===== config.mk =====
export PLATFORM = sky130hd
export DESIGN_NAME = base64_stream_decoder_flat
export DESIGN_NICKNAME = d
export VERILOG_FILES = /design/src/b64d_pkg.sv /design/src/b64d_if.sv /design/src/b64d_front.sv /design/src/b64d_queue.sv /design/src/b64d_back.sv /design/src/base64_stream_decoder.sv /design/src/flat_wrapper.sv
export SDC_FILE = /design/constraint.sdc
export NUM_CORES = 1
export LEC_CHECK = 0
export BUFFER_PORTS_ARGS = -buffer_cell sky130_fd_sc_hd__buf_2
export CAP_MARGIN = 20
export CELL_PAD_IN_SITES_DETAIL_PLACEMENT = 1
export CELL_PAD_IN_SITES_GLOBAL_PLACEMENT = 2
export CORE_MARGIN = 2
export CORE_UTILIZATION = 45
export CTS_BUF_LIST = sky130_fd_sc_hd__clkbuf_16
export DETAILED_ROUTE_END_ITERATION = 8
export PLACE_DENSITY_LB_ADDON = 0.1
export SLEW_MARGIN = 10
export SYNTH_ARGS = -nofsm -noshare
export SYNTH_HDL_FRONTEND = slang
export SYNTH_SLANG_ARGS = --single-unit

===== constraint.sdc =====
create_clock -name clk -period 4.5 [get_ports clk]
set_input_delay 0.45 -clock clk [delete_from_list [all_inputs] [get_ports clk]]
set_output_delay 0.45 -clock clk [all_outputs]
set_load 0.005 [all_outputs]

===== src/b64d_pkg.sv =====
// Shared types, constants and the character map of the base64 stream decoder.
// No dependencies; the front, queue, back and top level import it.
`default_nettype none

package b64d_pkg;

  localparam int unsigned QDEPTH = 4;
  localparam int unsigned QPTR_W = $clog2(QDEPTH);

  localparam logic [7:0] CHAR_PAD   = 8'h3D;  // '='
  localparam logic [7:0] CHAR_PLUS  = 8'h2B;  // '+'
  localparam logic [7:0] CHAR_SLASH = 8'h2F;  // '/'

  // Work handed from the front to the back: up to three bytes of one group.
  typedef struct packed {
    logic [23:0] word;      // bytes, first byte in the top eight bits
    logic [1:0]  nres;      // number of results, 1 to 3
    logic        has_byte;  // 0 for the empty end marker
    logic        msg_end;   // the last result closes the message
    logic        bad;       // group held a character outside the alphabet
  } job_t;

  typedef struct packed {
    logic ok;
    logic [5:0] sextet;
  } sextet_t;

  function automatic sextet_t map_char(input logic [7:0] c);
    sextet_t r;
    r.ok     = 1'b1;
    r.sextet = 6'd0;
    if (c >= 8'h41 && c <= 8'h5A) begin
      r.sextet = 6'(c - 8'h41);
    end else if (c >= 8'h61 && c <= 8'h7A) begin
      r.sextet = 6'(c - 8'h61 + 8'd26);
    end else if (c >= 8'h30 && c <= 8'h39) begin
      r.sextet = 6'(c - 8'h30 + 8'd52);
    end else if (c == CHAR_PLUS) begin
      r.sextet = 6'd62;
    end else if (c == CHAR_SLASH) begin
      r.sextet = 6'd63;
    end else begin
      r.ok = 1'b0;
    end
    return r;
  endfunction

endpackage

`default_nettype wire


===== src/b64d_if.sv =====
// Handshake channels of the base64 stream decoder: input characters and results.
// No dependencies.
`default_nettype none

interface b64d_in_if;
  logic       valid;
  logic       ready;
  logic [7:0] char_in;
  logic       msg_last;

  modport source (output valid, output char_in, output msg_last, input ready);
  modport sink (input valid, input char_in, input msg_last, output ready);
endinterface

interface b64d_out_if;
  logic       valid;
  logic       ready;
  logic [7:0] data_byte;
  logic       has_byte;
  logic       run_last;
  logic       message_end;
  logic       bad_char;

  modport source (output valid, output data_byte, output has_byte, output run_last,
                  output message_end, output bad_char, input ready);
  modport sink (input valid, input data_byte, input has_byte, input run_last,
                input message_end, input bad_char, output ready);
endinterface

`default_nettype wire


===== src/b64d_front.sv =====
// Front of the decoder: accepts characters, gathers sextets, builds byte jobs.
// Depends on b64d_pkg and b64d_if.
`default_nettype none

module b64d_front (
  input  wire logic         clk,
  input  wire logic         rst,
  b64d_in_if.sink           in_ch,
  input  wire logic         q_full,
  output logic              push,
  output b64d_pkg::job_t    push_job
);
  import b64d_pkg::*;

  logic [17:0] sextet_acc;
  logic [1:0]  group_count;
  logic        pad_seen;
  logic        group_bad;

  logic [17:0] sextet_acc_next;
  logic [1:0]  group_count_next;
  logic        pad_seen_next;
  logic        group_bad_next;

  logic        accept;
  sextet_t     mapped;
  logic        bad_now;
  logic [17:0] acc_grown;

  // Bytes owed by a partial group at message end.
  function automatic job_t flush_job(input logic [17:0] acc, input logic [1:0] cnt,
                                     input logic bad);
    job_t j;
    j.word     = 24'd0;
    j.nres     = 2'd1;
    j.has_byte = 1'b1;
    j.msg_end  = 1'b1;
    j.bad      = bad;
    unique case (cnt)
      2'd2: j.word = {acc[11:0], 12'd0};
      2'd3: begin
        j.word = {acc, 6'd0};
        j.nres = 2'd2;
      end
      default: j.has_byte = 1'b0;
    endcase
    return j;
  endfunction

  assign in_ch.ready = !q_full;
  assign accept      = in_ch.valid && !q_full;
  assign mapped      = map_char(in_ch.char_in);
  assign bad_now     = group_bad || !mapped.ok;
  assign acc_grown   = {sextet_acc[11:0], mapped.sextet};

  always_comb begin
    sextet_acc_next  = sextet_acc;
    group_count_next = group_count;
    pad_seen_next    = pad_seen;
    group_bad_next   = group_bad;
    push             = 1'b0;
    push_job         = flush_job(sextet_acc, group_count, group_bad);
    if (accept) begin
      if (pad_seen || in_ch.char_in == CHAR_PAD) begin
        pad_seen_next = 1'b1;
        if (in_ch.msg_last) begin
          push = 1'b1;
          sextet_acc_next  = 18'd0;
          group_count_next = 2'd0;
          pad_seen_next    = 1'b0;
          group_bad_next   = 1'b0;
        end
      end else if (group_count == 2'd3) begin
        push              = 1'b1;
        push_job.word     = {sextet_acc, mapped.sextet};
        push_job.nres     = 2'd3;
        push_job.has_byte = 1'b1;
        push_job.msg_end  = in_ch.msg_last;
        push_job.bad      = bad_now;
        sextet_acc_next   = 18'd0;
        group_count_next  = 2'd0;
        group_bad_next    = 1'b0;
      end else if (in_ch.msg_last) begin
        push             = 1'b1;
        push_job         = flush_job(acc_grown, group_count + 2'd1, bad_now);
        sextet_acc_next  = 18'd0;
        group_count_next = 2'd0;
        group_bad_next   = 1'b0;
      end else begin
        sextet_acc_next  = acc_grown;
        group_count_next = group_count + 2'd1;
        group_bad_next   = bad_now;
      end
    end
  end

  always_ff @(posedge clk) begin
    if (rst) begin
      sextet_acc  <= 18'd0;
      group_count <= 2'd0;
      pad_seen    <= 1'b0;
      group_bad   <= 1'b0;
    end else begin
      sextet_acc  <= sextet_acc_next;
      group_count <= group_count_next;
      pad_seen    <= pad_seen_next;
      group_bad   <= group_bad_next;
    end
  end

endmodule

`default_nettype wire


===== src/b64d_queue.sv =====
// Short job queue between the front and the back of the decoder.
// Depends on b64d_pkg.
`default_nettype none

module b64d_queue (
  input  wire logic            clk,
  input  wire logic            rst,
  input  wire logic            push,
  input  wire b64d_pkg::job_t  push_job,
  output logic                 full,
  input  wire logic            pop,
  output logic                 not_empty,
  output b64d_pkg::job_t       head_job
);
  import b64d_pkg::*;

  job_t              slots [QDEPTH];
  logic [QPTR_W-1:0] wr_ptr;
  logic [QPTR_W-1:0] rd_ptr;
  logic [QPTR_W:0]   fill;

  assign full      = (fill == (QPTR_W+1)'(QDEPTH));
  assign not_empty = (fill != '0);
  assign head_job  = slots[rd_ptr];

  always_ff @(posedge clk) begin
    if (push) begin
      slots[wr_ptr] <= push_job;
    end
  end

  always_ff @(posedge clk) begin
    if (rst) begin
      wr_ptr <= '0;
      rd_ptr <= '0;
      fill   <= '0;
    end else begin
      if (push) begin
        wr_ptr <= wr_ptr + 1'b1;
      end
      if (pop) begin
        rd_ptr <= rd_ptr + 1'b1;
      end
      unique case ({push, pop})
        2'b10:   fill <= fill + 1'b1;
        2'b01:   fill <= fill - 1'b1;
        default: fill <= fill;
      endcase
    end
  end

endmodule

`default_nettype wire


===== src/b64d_back.sv =====
// Back of the decoder: pops jobs, sends one result per cycle unless stalled.
// Depends on b64d_pkg and b64d_if.
`default_nettype none

module b64d_back (
  input  wire logic            clk,
  input  wire logic            rst,
  input  wire logic            q_not_empty,
  input  wire b64d_pkg::job_t  q_job,
  output logic                 pop,
  b64d_out_if.source           out_ch
);
  import b64d_pkg::*;

  job_t       job;
  logic       busy;
  logic [1:0] idx;
  logic       is_final;
  logic       out_take;

  assign is_final = (idx == job.nres - 2'd1);
  assign out_take = busy && out_ch.ready;
  assign pop      = q_not_empty && (!busy || (out_take && is_final));

  assign out_ch.valid       = busy;
  assign out_ch.has_byte    = job.has_byte;
  assign out_ch.run_last    = is_final;
  assign out_ch.message_end = job.msg_end && is_final;
  assign out_ch.bad_char    = job.bad;

  always_comb begin
    unique case (idx)
      2'd0:    out_ch.data_byte = job.word[23:16];
      2'd1:    out_ch.data_byte = job.word[15:8];
      default: out_ch.data_byte = job.word[7:0];
    endcase
  end

  always_ff @(posedge clk) begin
    if (pop) begin
      job <= q_job;
    end
  end

  always_ff @(posedge clk) begin
    if (rst) begin
      busy <= 1'b0;
      idx  <= 2'd0;
    end else if (pop) begin
      busy <= 1'b1;
      idx  <= 2'd0;
    end else if (out_take) begin
      if (is_final) begin
        busy <= 1'b0;
        idx  <= 2'd0;
      end else begin
        idx <= idx + 2'd1;
      end
    end
  end

endmodule

`default_nettype wire


===== src/base64_stream_decoder.sv =====
// Top level of the base64 stream decoder: front, job queue and back.
// Depends on b64d_pkg, b64d_if, b64d_front, b64d_queue and b64d_back.
//
//   channel   dir  transaction  fields
//   in_ch     in   one char     char_in[7:0], msg_last
//   out_ch    out  one result   data_byte[7:0], has_byte, run_last, message_end, bad_char
//
// Rates: a character is taken every cycle while the job queue has room; a
// result is sent from the back's job register, loaded when its job is popped.
// The back sends one result per cycle while out_ch.ready is high, and four
// characters per group then keep the stream at one character per cycle.
// Reset (rst, synchronous) clears the group state, the queue and the back.
// Stalls: out_ch.ready low holds the current result; in_ch.ready drops only
// when the four-entry queue is full.
`default_nettype none

module base64_stream_decoder (
  input  wire logic   clk,
  input  wire logic   rst,
  b64d_in_if.sink     in_ch,
  b64d_out_if.source  out_ch
);
  import b64d_pkg::*;

  logic push;
  job_t push_job;
  logic q_full;
  logic pop;
  logic q_not_empty;
  job_t q_job;

  // Classify characters and build byte jobs.
  b64d_front u_front (
    .clk      (clk),
    .rst      (rst),
    .in_ch    (in_ch),
    .q_full   (q_full),
    .push     (push),
    .push_job (push_job)
  );

  // Decouple the character side from the result side.
  b64d_queue u_queue (
    .clk       (clk),
    .rst       (rst),
    .push      (push),
    .push_job  (push_job),
    .full      (q_full),
    .pop       (pop),
    .not_empty (q_not_empty),
    .head_job  (q_job)
  );

  // Spread each job over its results.
  b64d_back u_back (
    .clk         (clk),
    .rst         (rst),
    .q_not_empty (q_not_empty),
    .q_job       (q_job),
    .pop         (pop),
    .out_ch      (out_ch)
  );

endmodule

`default_nettype wire

===== src/flat_wrapper.sv =====
// flat-port wrapper written by rule: the top's interface ports become plain ports
module base64_stream_decoder_flat import b64d_pkg::*;
  (clk, rst, in_ch_valid, in_ch_char_in, in_ch_msg_last, in_ch_ready, out_ch_valid, out_ch_data_byte, out_ch_has_byte, out_ch_run_last, out_ch_message_end, out_ch_bad_char, out_ch_ready);
  b64d_in_if in_ch_i ();
  b64d_out_if out_ch_i ();
  input  wire logic clk;
  input  wire logic rst;
  input wire logic [$bits(in_ch_i.valid)-1:0] in_ch_valid;
  input wire logic [$bits(in_ch_i.char_in)-1:0] in_ch_char_in;
  input wire logic [$bits(in_ch_i.msg_last)-1:0] in_ch_msg_last;
  output wire logic [$bits(in_ch_i.ready)-1:0] in_ch_ready;
  output wire logic [$bits(out_ch_i.valid)-1:0] out_ch_valid;
  output wire logic [$bits(out_ch_i.data_byte)-1:0] out_ch_data_byte;
  output wire logic [$bits(out_ch_i.has_byte)-1:0] out_ch_has_byte;
  output wire logic [$bits(out_ch_i.run_last)-1:0] out_ch_run_last;
  output wire logic [$bits(out_ch_i.message_end)-1:0] out_ch_message_end;
  output wire logic [$bits(out_ch_i.bad_char)-1:0] out_ch_bad_char;
  input wire logic [$bits(out_ch_i.ready)-1:0] out_ch_ready;
  assign in_ch_i.valid = in_ch_valid;
  assign in_ch_i.char_in = in_ch_char_in;
  assign in_ch_i.msg_last = in_ch_msg_last;
  assign in_ch_ready = in_ch_i.ready;
  assign out_ch_valid = out_ch_i.valid;
  assign out_ch_data_byte = out_ch_i.data_byte;
  assign out_ch_has_byte = out_ch_i.has_byte;
  assign out_ch_run_last = out_ch_i.run_last;
  assign out_ch_message_end = out_ch_i.message_end;
  assign out_ch_bad_char = out_ch_i.bad_char;
  assign out_ch_i.ready = out_ch_ready;
  base64_stream_decoder u_core (.clk(clk), .rst(rst), .in_ch(in_ch_i), .out_ch(out_ch_i));
endmodule

==> impl_metrics.csv, run 1 <==
group,metric,value,unit
outcome,status,"complete, no violations",
final_layout,postLayoutCellArea,8560,um2
routing,routed-via-count,4290,
clock_network,holdBufCountCts,0,
final_layout,mostFrequentLayoutCells,"145 x sky130_fd_sc_hd__edfxtp_1, 54 x sky130_fd_sc_hd__nand2_1, 30 x sky130_fd_sc_hd__dfxtp_1",
power,leakage_power_summed_over_all_cells,2.84,nW
power,finalPower,0.00435,W
synth,share_of_synthesized_area_spent_on_multiplexers,8.94,%
timing,fin_worst_skew,0.0114,ns
timing,final_period_minus_worst_setup_slack,3.17,ns
timing,post-route-period-util,70.5,%
synth,synth_fp_nets,540,
synth,synth_top_flop_cell,"sky130_fd_sc_hd__edfxtp_1",
grt,gr-total-overflow,0,
die,core_area,16600,um2
routing,initialDrtViolationCount,267,
clock_network,cts_setup_buffers,0,
setup_path,setup.worst_path.class,"reg2reg",
timing,drv_slew,0,
die,fp-row-count,47,
grt,antenna_found_initial,0,
clock_network,clk_root_buffer_cell,"sky130_fd_sc_hd__clkbuf_16",
placement,post-place-cells,740,
synth,synth_compound_gate_area_share,9.68,%
synth,mapped_avg_cell_area,15.1,um2
placement,gpl.final_weighted_congestion,0.852,
synth,dominant_combinational_cell_family_by_area_after_synthesis,"compound AO/OA/AOI/OAI gates",
placement,placement.cell_area,7990,um2
clock_network,clock_sinks,177,
hold_path,min-delay-path-class,"in2reg",
timing,hold_ws,0.408,ns
clock_network,cts_tree,"built",
clock_network,num_cts_buffers,17,
die,die_width,134,um
placement,place.port_buffers,26,
final_layout,fill_cells,1633,
routing,detail_route.first_pass.iterations,5,
setup_path,timing.critical_path.fanout_max,25,
final_layout,final_cells,771,
timing,max_freq,0.315,GHz
placement,detailed_place_hpwl,11100,um
die,die_height,134,um
routing,detail_route.vias_per_cell,5.56,
die,ios,27,
routing,wl_per_cell,21.6,um
die,die_area,18000,um2
synth,synth.distinct_cells,68,
synth,synth-seq-cells,177,
timing,fin_tns_setup,0,ns
clock_network,worstSkewPairLatency,0.42,ns
grt,largest_net_degree_at_the_start_of_global_routing,35,
final_layout,antenna_cells_inserted,0,
synth,netlist_instances,507,
clock_network,cts.htree.levels,4,
timing,unrepaired_setup_endpoints_after_global_routing,"false",
setup_path,cp-start-kind,"flop",
routing,drt_drc_violations_left,0,
timing,least_margin_pin_slew,0.970,ns
timing,timing.slew.headroom,35.3,%
synth,synth-edff-count,145,
synth,yosys_warnings,0,
die,floorplan.initialDensity,46.1,%
grt,grt_util_all_layers,19.8,%
final_layout,nets,572,
synth,yosys.area_share.xor_xnor,0.803,%
clock_network,path_clk_slew,0.07,ns
synth,synth_area,7640,um2
clock_network,ctsResizeCount,0,
setup_path,cp_data_required_time,4.85,ns
power,power.density_cell_area,509,nW/um2
timing,setup-violations-final,0,
power,ir_drop,0.309,mV
clock_network,clock_tree.buffer_depth,2,
final_layout,area.growth.synth_to_final,12.1,%
setup_path,cp_data_arrival_time,3.52,ns
synth,yosysSeqAreaShare,65.4,%
grt,grt_first_pass_wirelength,26500,um
routing,postRouteWirelength,16700,um
synth,yosys.area_share.simple,9.07,%
final_layout,post_route_cells_drive_above_1_share,21.6,%
final_layout,commonest_non_fill_non_tap_cell_in_the_layout,"sky130_fd_sc_hd__edfxtp_1",
flow_run,max-cap-violations,0,
setup_path,nature_of_the_critical_path_endpoint,"flop",
grt,first_global_vias,4607,
synth,ys_async_sr_fraction,0,%
routing,drtAntennaViolNets,0,
synth,synthAdderAreaFrac,3.37,%
timing,timing.final.hold_violations,0,
final timing paths:
path	cells past startpoint	from	end	slack [ns]
worst max-delay path	10	u_core.u_front.group_count[0]	u_core.u_queue.fill[2]	1.33
worst min-delay path	4	out_ch_ready	u_core.u_back.out_ch.valid	0.41
worst max register to register	10	u_core.u_front.group_count[0]	u_core.u_queue.fill[2]	1.33
worst min register to register	1	u_core.u_front.sextet_acc[12]	u_core.u_front.sextet_acc[12]	0.48
per-layer routing:
metal | vias up | wire, um | GRT usage (%)
li1 | 2021 | - | -
met1 | 2187 | 7730 | 27.0
met2 | 69 | 8330 | 32.9
met3 | 13 | 503 | 3.82
met4 | 0 | 126 | 4.85
met5 | - | 0 | 0
where the power goes:
part           total (W)  internal (W)  switching (W)
Clock            0.00141      0.000811       0.000599
Sequential       0.00214       0.00203       0.000111
Combinational   0.000804      0.000342       0.000462
Total            0.00435       0.00318        0.00117
through the flow:
stage               worst slack, ns  utilization (%)
detailed placement             1.25             48.2
global placement               1.34             48.1
CTS                            1.24             51.6
finish                         1.33             51.6
global route                  0.972             51.6
floorplan                      1.01                -
sequential cells by signal (all words and copies together), names as in the netlist:
name                           count
u_core.u_queue.slots             116
u_core.u_back.job                 27
u_core.u_front.sextet_acc         18
u_core.u_queue.fill                3
u_core.u_back.idx                  2
u_core.u_front.group_count         2
u_core.u_queue.rd_ptr              2
u_core.u_queue.wr_ptr              2
u_core.u_back.out_ch.bad_char      1
u_core.u_back.out_ch.has_byte      1
u_core.u_back.out_ch.valid         1
u_core.u_front.group_bad           1
u_core.u_front.pad_seen            1
final cells by class:
cell class	count	area (um2)	area share (%)
well taps	220	275	3.22
clock buffers	17	425	4.97
clock inverters	14	143	1.67
inverters	23	86.3	1.01
repair buffers	34	190	2.22
flip-flops and latches	177	5000	58.4
multi-input cells	286	2440	28.5
synthesized netlist by cell type, drive strengths merged, types with 2 or more instances:
master	number	area [um2]
a211o	2	17.5
a21o	3	23.8
a21oi	18	97.6
a222oi	4	40.0
a22o	15	131
a22oi	13	97.6
and2	7	47.6
and3	2	18.8
buf	12	83.8
clkbuf	8	30.0
dfxtp	32	641
edfxtp	145	4350
ha	19	238
inv	23	86.3
mux2i	3	30.0
mux4	29	653
nand2	55	223
nand2b	5	31.3
nand3	11	70.1
nand4	4	25.0
nor2	17	71.3
nor2b	5	31.3
nor3	10	61.3
nor3b	3	27.5
o21a	2	15.0
o21ai	24	120
or3	2	12.5
xnor2	4	35.0
xor2	3	26.3
cell families (layout without fill, tap and decap cells):
family          Yosys count  after routing
compound gates           99             99
xor+xnor                  7              7
fa+ha+maj                20             20
buf+inv                  44             88
flops                   177            177
mux                      32             32
simple gates            128            128
worst max-delay path, stage by stage (launching register included):
cell and delay (ns):
sky130_fd_sc_hd__dfxtp_1 0.40, sky130_fd_sc_hd__ha_1 0.83, sky130_fd_sc_hd__nand3_2 0.38, sky130_fd_sc_hd__nand2_1 0.30, sky130_fd_sc_hd__inv_1 0.16, sky130_fd_sc_hd__ha_1 0.24, sky130_fd_sc_hd__inv_1 0.08, sky130_fd_sc_hd__fa_1 0.19
sky130_fd_sc_hd__xor2_1 0.08, sky130_fd_sc_hd__or3_1 0.31, sky130_fd_sc_hd__a21oi_1 0.14
No activity file was read; power rests on OpenSTA's default activity.
==> run 2, diff against run 1 <==
clock period = 3.1 ns   (was 4.5 ns; I/O delays follow)
==> impl_metrics.csv, run 2 (same netlist as run 1, synthesis figures left out) <==
group,metric,value,unit
outcome,status,"complete, no violations",
timing,timing.slew.headroom,53.0,%
flow_run,max-cap-violations,0,
routing,postRouteWirelength,17500,um
timing,unrepaired_setup_endpoints_after_global_routing,"false",
final_layout,regMostFlops,"u_core.u_queue.slots",
grt,first_global_vias,4716,
clock_network,clock_sinks,177,
hold_path,min-delay-path-class,"in2reg",
setup_path,cp-start-kind,"flop",
timing,least_margin_pin_slew,0.702,ns
clock_network,cts.htree.levels,4,
final_layout,mostFrequentLayoutCells,"145 x sky130_fd_sc_hd__edfxtp_1, 54 x sky130_fd_sc_hd__nand2_1, 31 x sky130_fd_sc_hd__dfxtp_1",
clock_network,clock_tree.buffer_depth,2,
final_layout,area.growth.synth_to_final,12.9,%
routing,detail_route.first_pass.iterations,4,
clock_network,path_clk_slew,0.07,ns
placement,detailed_place_hpwl,11700,um
routing,wl_per_cell,22.5,um
die,die_area,18000,um2
clock_network,ctsResizeCount,0,
setup_path,cp_data_required_time,3.46,ns
timing,fin_tns_setup,0,ns
grt,grt_first_pass_wirelength,27800,um
final_layout,commonest_non_fill_non_tap_cell_in_the_layout,"sky130_fd_sc_hd__edfxtp_1",
routing,initialDrtViolationCount,263,
power,ir_drop,0.430,mV
placement,place.port_buffers,26,
final_layout,nets,578,
timing,drv_slew,0,
clock_network,num_cts_buffers,17,
grt,antenna_found_initial,0,
setup_path,cp_data_arrival_time,3.07,ns
timing,timing.final.hold_violations,0,
power,power.density_cell_area,734,nW/um2
power,finalPower,0.00633,W
final_layout,antenna_cells_inserted,0,
die,ios,27,
clock_network,cts_setup_buffers,0,
setup_path,setup.worst_path.class,"reg2reg",
clock_network,clk_root_buffer_cell,"sky130_fd_sc_hd__clkbuf_16",
routing,routed-via-count,4364,
routing,drt_drc_violations_left,0,
die,die_width,134,um
timing,final_period_minus_worst_setup_slack,2.72,ns
hold_path,worst_hold_path.num_cells,4,
setup_path,worst_r2r_path_depth,11,
die,floorplan.initialDensity,46.1,%
timing,fin_worst_skew,0.0123,ns
timing,max_freq,0.368,GHz
timing,post-route-period-util,87.6,%
final_layout,largest_register_ff_count,116,
die,fp-row-count,47,
routing,drtAntennaViolNets,0,
final_layout,post_route_cells_drive_above_1_share,23.7,%
clock_network,worstSkewPairLatency,0.43,ns
final_layout,biggestRegsByFlops,"u_core.u_queue.slots: 116 flops, u_core.u_back.job: 27 flops, u_core.u_front.sextet_acc: 18 flops",
routing,detail_route.vias_per_cell,5.61,
setup_path,timing.critical_path.fanout_max,6,
die,die_height,134,um
die,core_area,16600,um2
grt,gr-total-overflow,0,
timing,setup-violations-final,0,
clock_network,holdBufCountCts,0,
grt,grt_util_all_layers,20.9,%
power,leakage_power_summed_over_all_cells,2.88,nW
clock_network,cts_tree,"built",
grt,largest_net_degree_at_the_start_of_global_routing,35,
setup_path,nature_of_the_critical_path_endpoint,"flop",
placement,gpl.final_weighted_congestion,0.881,
## run 2: cell types whose count changed in the layout (fill, tap and decap cells not counted), sizes merged
| cell | change |
|---|---|
| buf | +6 |
| inv | +5 |
| clkinvlp | -4 |
| bufinv | -2 |
| clkinv | +2 |
## run 2: cell type report
type,count,area (um2)
well taps,220,275
clock buffers,17,425
repair buffers,40,248
clock inverters,15,126
flip-flops and latches,177,5000
multi-input cells,286,2470
fillers,1636,7960
inverters,23,86.3
## run 2: per-stage QoR
| step | area, um2 | setup WS (ns) | hold slack (ns) | utilization [%] | std cells |
|---|---|---|---|---|---|
| final | 8630 | 0.384 | 0.264 | 52.0 | 778 |
| after global routing | 8630 | 0.229 | 0.298 | 52.0 | 778 |
| after CTS | 8630 | 0.360 | 0.255 | 52.0 | 778 |
| after detailed placement | 8070 | 0.160 | 0.463 | 48.7 | 746 |
| after global placement | 8070 | 0.382 | 0.456 | 48.7 | 746 |
| after floorplan | 7670 | 0.0883 | 0.389 | - | 507 |
## run 2: path summary, 6_finish.rpt
path                                               startpoint                            end  slack [ns]
worst min-delay path                             out_ch_ready     u_core.u_back.out_ch.valid        0.26
worst max register to register         u_core.u_queue.fill[2]         u_core.u_queue.fill[2]        0.38
worst max-delay path                   u_core.u_queue.fill[2]         u_core.u_queue.fill[2]        0.38
worst min register to register  u_core.u_front.sextet_acc[16]  u_core.u_front.sextet_acc[16]        0.48
## run 2: layer usage
metal / vias up / routed length, um / GRT usage [%]
li1: 2038 / - / -
met1: 2214 / 7430 / 27.7
met2: 93 / 8760 / 34.5
met3: 19 / 994 / 3.82
met4: 0 / 310 / 7.78
met5: - / 0 / 0
## run 2: where the power goes
group          switching [W]  internal, W
clock network       0.000949      0.00105
logic               0.000718     0.000535
registers           0.000136      0.00294
## run 2: critical path, stage by stage, from the launching register on
cell and delay, ns:
sky130_fd_sc_hd__dfxtp_1 0.37, sky130_fd_sc_hd__or3b_4 0.46, sky130_fd_sc_hd__and2_4 0.20, sky130_fd_sc_hd__nand3_2 0.08, sky130_fd_sc_hd__nand2_1 0.13, sky130_fd_sc_hd__inv_1 0.21
sky130_fd_sc_hd__ha_4 0.18, sky130_fd_sc_hd__inv_2 0.04, sky130_fd_sc_hd__fa_2 0.38, sky130_fd_sc_hd__xor2_1 0.15, sky130_fd_sc_hd__or3_1 0.30, sky130_fd_sc_hd__a21oi_1 0.14
